===== src/rtl/gfrs_pkg.sv =====
`timescale 1ns / 1ps
package gfrs_pkg;
  localparam int ID_W = 6;
  localparam int BYTE_W = 27;
  localparam int CFG_W = 48;
  localparam int PCT_W = 7;
  localparam int WASTE_W = 16;
  localparam int REC_W = ID_W + 2 * BYTE_W;
  localparam int DIVD_W = 64;
  localparam int DIVS_W = 23;
  localparam int TOT_W = BYTE_W + 7;
  localparam int QCAP_W = 42;
  localparam int PCT_DIV = 100;
  localparam int THR_W = BYTE_W + PCT_W;

  // Capacity / 100 is (capacity >> 2) * RECIP_M >> 51, built from four partial products.
  localparam int HALF_W = 23;
  localparam int RECIP_W = 47;
  localparam int PP_W = 47;
  localparam int PROD_W = 93;
  localparam logic [RECIP_W-1:0] RECIP_M = 47'd90071992547410;

  typedef enum logic [2:0] {
    CFG_REGION_BYTES = 3'd0,
    CFG_GARB_THR_PCT = 3'd1,
    CFG_CAPACITY     = 3'd2,
    CFG_RESERVE_PCT  = 3'd3,
    CFG_WASTE_Q8     = 3'd4,
    CFG_MIN_FREE_PCT = 3'd5,
    CFG_ACTUAL_FREE  = 3'd6,
    CFG_UNUSED       = 3'd7
  } cfg_idx_t;

  typedef struct packed {
    logic     ld;
    logic     run_init;
    logic     div_go;
    logic     min_go;
    logic     scan_init;
    logic     scan_rd;
    logic     eval;
    logic     fin;
  } gfrs_cmd_t;

  typedef struct packed {
    logic div_done;
    logic scan_end;
    logic pass_end;
    logic brk;
  } gfrs_sts_t;
endpackage


===== src/rtl/gfrs_ctrl.sv =====
`timescale 1ns / 1ps
module gfrs_ctrl (
  input  logic                clk,
  input  logic                rst_n,
  input  logic                start,
  input  logic                last,
  input  gfrs_pkg::gfrs_sts_t sts,
  output gfrs_pkg::gfrs_cmd_t cmd,
  output logic                busy
);
  import gfrs_pkg::*;

  typedef enum logic [2:0] {
    S_IDLE, S_DIV, S_DIVW, S_MIN, S_SCAN, S_DRAIN, S_EVAL, S_FIN
  } state_t;

  state_t   state_r;
  logic     busy_r;
  logic     acc;

  assign acc = start && !busy_r;

  always_ff @(posedge clk) begin
    if (!rst_n) begin
      state_r <= S_IDLE;
      busy_r <= 1'b0;
    end else begin
      unique case (state_r)
        S_IDLE: begin
          if (acc && last) begin
            state_r <= S_DIV;
            busy_r <= 1'b1;
          end
        end
        S_DIV: state_r <= S_DIVW;
        S_DIVW: begin
          if (sts.div_done) begin
            state_r <= S_MIN;
          end
        end
        S_MIN: state_r <= S_SCAN;
        S_SCAN: begin
          if (sts.scan_end) begin
            state_r <= S_DRAIN;
          end
        end
        S_DRAIN: state_r <= S_EVAL;
        S_EVAL: state_r <= (sts.brk || sts.pass_end) ? S_FIN : S_SCAN;
        S_FIN: begin
          state_r <= S_IDLE;
          busy_r <= 1'b0;
        end
        default: state_r <= S_IDLE;
      endcase
    end
  end

  always_comb begin
    cmd = '0;
    cmd.ld = acc;
    cmd.run_init = acc && last;
    cmd.div_go = (state_r == S_DIV);
    cmd.min_go = (state_r == S_MIN);
    cmd.scan_init = (state_r == S_MIN) || (state_r == S_EVAL);
    cmd.scan_rd = (state_r == S_SCAN);
    cmd.eval = (state_r == S_EVAL);
    cmd.fin = (state_r == S_FIN);
  end

  assign busy = busy_r;

  a_busy_after_last: assert property (@(posedge clk) disable iff (!rst_n)
    $rose(busy) |-> $past(start && last))
    else $error("busy rose without a final transaction");
  a_fin_frees: assert property (@(posedge clk) disable iff (!rst_n)
    (state_r == S_FIN) |=> !busy)
    else $error("busy held after end of run");
  a_ld_idle: assert property (@(posedge clk) disable iff (!rst_n)
    cmd.ld |-> (state_r == S_IDLE))
    else $error("load outside idle");
endmodule


===== config.mk =====
export PLATFORM = sky130hd
export DESIGN_NAME = gfrs_ctrl
export DESIGN_NICKNAME = d
export VERILOG_FILES = /design/src/rtl/gfrs_pkg.sv /design/src/rtl/gfrs_ctrl.sv
export SDC_FILE = /design/constraint.sdc
export NUM_CORES = 1
export LEC_CHECK = 0
export ABC_AREA = 1
export BUFFER_PORTS_ARGS = -buffer_cell sky130_fd_sc_hd__buf_2
export CAP_MARGIN = 20
export CORE_AREA = 5 5 42 44
export CTS_CLUSTER_SIZE = 8
export DETAILED_ROUTE_END_ITERATION = 10
export DIE_AREA = 0 0 47 49
export GPL_ROUTABILITY_DRIVEN = 1
export SYNTH_ARGS = -nofsm -noshare
export SYNTH_HDL_FRONTEND = slang
export SYNTH_SLANG_ARGS = --single-unit

===== constraint.sdc =====
create_clock -name clk -period 1.1 [get_ports clk]
set_clock_uncertainty 0.05 [all_clocks]
set_input_delay 0.33 -clock clk [delete_from_list [all_inputs] [get_ports clk]]
set_output_delay 0.33 -clock clk [all_outputs]
set_load 0.03 [all_outputs]

==> out/qor.csv <==
metric,value,unit
clk_latency,0.23,ns
synth_cell_types,14,
power.share.switching,0.396,
die_w,47,um
worst_setup_path_start_kind,register,
syn_nets,51,
overflow,0,
drt_iter0_drc,4,
grt_first_pass_wirelength,1610,um
cts_buffer_depth,2,
finalPower,0.848,mW
cts_tree,built,
dp_slack,-0.216,ns
fin_crit_sh,1.36,
grt.total_usage,0.0951,
endpoint_kind,output pin,
p_comb_frac,0.534,
min_to,state_r[0],
wl_per_cell,11.3,um
r2r-end,state_r[2],
hold_depth,3,
p_per_area,1340,nW/um2
met1_usage,0.112,
area_growth,145,%
die_y,49,um
leakage,0.306,nW
place_hpwl,614,um
antenna_cells,0,
grtUsageMet3,0.0554,
num_rows,14,
rsz0062_at_grt,true,
grt_max_degree,7,
num_vias,381,
hold_viol,0,
worstPathMaxFanout,3,
final.setup.worst_slack,-0.398,ns
cts_sinks,4,
wl,1010,um
tritoncts.num_buffers,3,
finalSetupViolations,10,
min_period,1.50,ns
worst_slew_pin_slew,0.182,ns
cp.arrival,1.12,ns
r2r_setup_slack,-0.03,ns
synthesis.area,259,um2
rr_startpoint,state_r[0],
nets,83,
p_int,0.512,mW
setup-tns-final,-2.23,ns
critPathKind,register to output pin,
initial_utilization,0.185,
yosysWarnings,0,
ir_worst_vdd,0.000798,V
ys_ff_latch,4,
synth_cells,43,
h-tree-depth,1,
cts_root_buf,clkbuf_4,
antenna_found_initial,0,
critPathRequiredTime,0.72,ns
post-route-drc-count,0,
r2r_cells,6,
top_usage_layer,met2,
coreArea,1400,um2
max_freq,668,MHz
clkTransAtPathRegs,0.04,ns
slew_headroom,0.879,
clkPwrFrac,0.211,
first_global_vias,416,
seq_area_frac_synth,0.309,
use_met2,0.156,
drt_pass1_iterations,2,
drtAntennaViolNets,0,
cts_hold_buf,0,
ioPinCount,17,
io_buffers,16,
hold_class,input port to register,
violations,setup timing,
min-delay-start,rst_n,
cap_violations,0,
via_per_inst,4.28,
hold_ws,0.322,ns
final_layout_size_suffix_gt1_frac,0.767,
die_area,2300,um2
drv_slew,0,
seq_power_share,0.255,
gp_congestion,0.750,
p_sw,0.336,mW
avgSynthCellArea,6.02,um2
run_status,"complete, but fails checks",
nFillCells,156,
fin_util,0.453,
[worst max-delay path, stage by stage (launching register included)]
cell and delay [ns]:
dfxtp_2 0.32, inv_4 0.07, nor2_2 0.04, nand2_1 0.06, inv_2 0.04, or2_4 0.22
buf_6 0.14
[power by group through the flow]
stage               logic (mW)  clock network (mW)  registers [mW]
floorplan                0.169                   0           0.216
detailed placement       0.287                   0           0.202
global route             0.487               0.197           0.222
finish                   0.453               0.179           0.216
CTS                      0.401               0.185           0.213
global placement         0.286                   0           0.201
[timing repair]
action | CTS | global route
endpoints found under the hold margin | 0 | 0
gates resized for setup | 33 | 12
gates cloned | 0 | 0
pin swaps | 4 | 4
setup buffers | 5 | 1
setup endpoints to repair | 9 | 12
[cell type report]
type                    count  area [um2]  share of cell area
well taps                  16        20.0              0.0316
multi-input cells          27         215               0.339
inverters                  10        42.5              0.0671
repair buffers             29         241               0.381
flip-flops and latches      4        92.6               0.146
clock buffers               3        22.5              0.0355
[cell families (layout without fill, tap and decap cells)]
family,after synthesis,count (layout),share of synthesized area
buffers and inverters,12,42,0.193
AND/OR/NAND/NOR,23,23,0.420
flip-flops,4,4,0.309
AO/OA/AOI/OAI,4,4,0.0773
[cells in the mapped netlist, drive strengths merged]
cell   number  area, um2
dfxtp       4       80.1
nor2        7       28.8
o21ai       1       5.00
nand2       6       22.5
nand3       5       25.0
or2         1       6.26
nand4       1       6.26
inv        10       37.5
nor3        3       20.0
a21oi       3       15.0
buf         2       12.5
[sequential cells by signal (all words and copies together), names as in the netlist]
register	count
busy	1
state_r	3
[per-layer routing]
layer  share of wire  wire (um)
met4               0          0
met2            0.49        496
met1            0.42        422
met5               0          0
met3           0.086         87
[cells in the final DEF, fill, tap and decap left out, types with 2 or more instances in the layout]
master,count
buf_6,11
nor2_4,3
inv_1,4
nor2_1,3
inv_2,4
nand2_1,5
dfxtp_4,3
buf_4,10
a21oi_1,2
nor3_4,2
inv_4,2
buf_2,7
nand3_2,3
clkbuf_4,4
[metrics by stage]
| step | cells | instance area (um2) |
|---|---|---|
| after global placement | 82 | 432 |
| final | 89 | 634 |
| after CTS | 90 | 589 |
| after detailed placement | 82 | 432 |
| after global routing | 89 | 634 |
| after floorplan | 43 | 283 |
[how the worst max path moves through the flow]
stage,start,end,slack [ns]
floorplan,state_r[2],cmd[3],-0.30
global placement,state_r[1],cmd[3],-0.20
detailed placement,state_r[2],cmd[3],-0.22
CTS,state_r[1],cmd[3],-0.40
global route,state_r[1],cmd[3],-0.45
finish,state_r[1],cmd[3],-0.40
(Power assumes the default switching activity.)
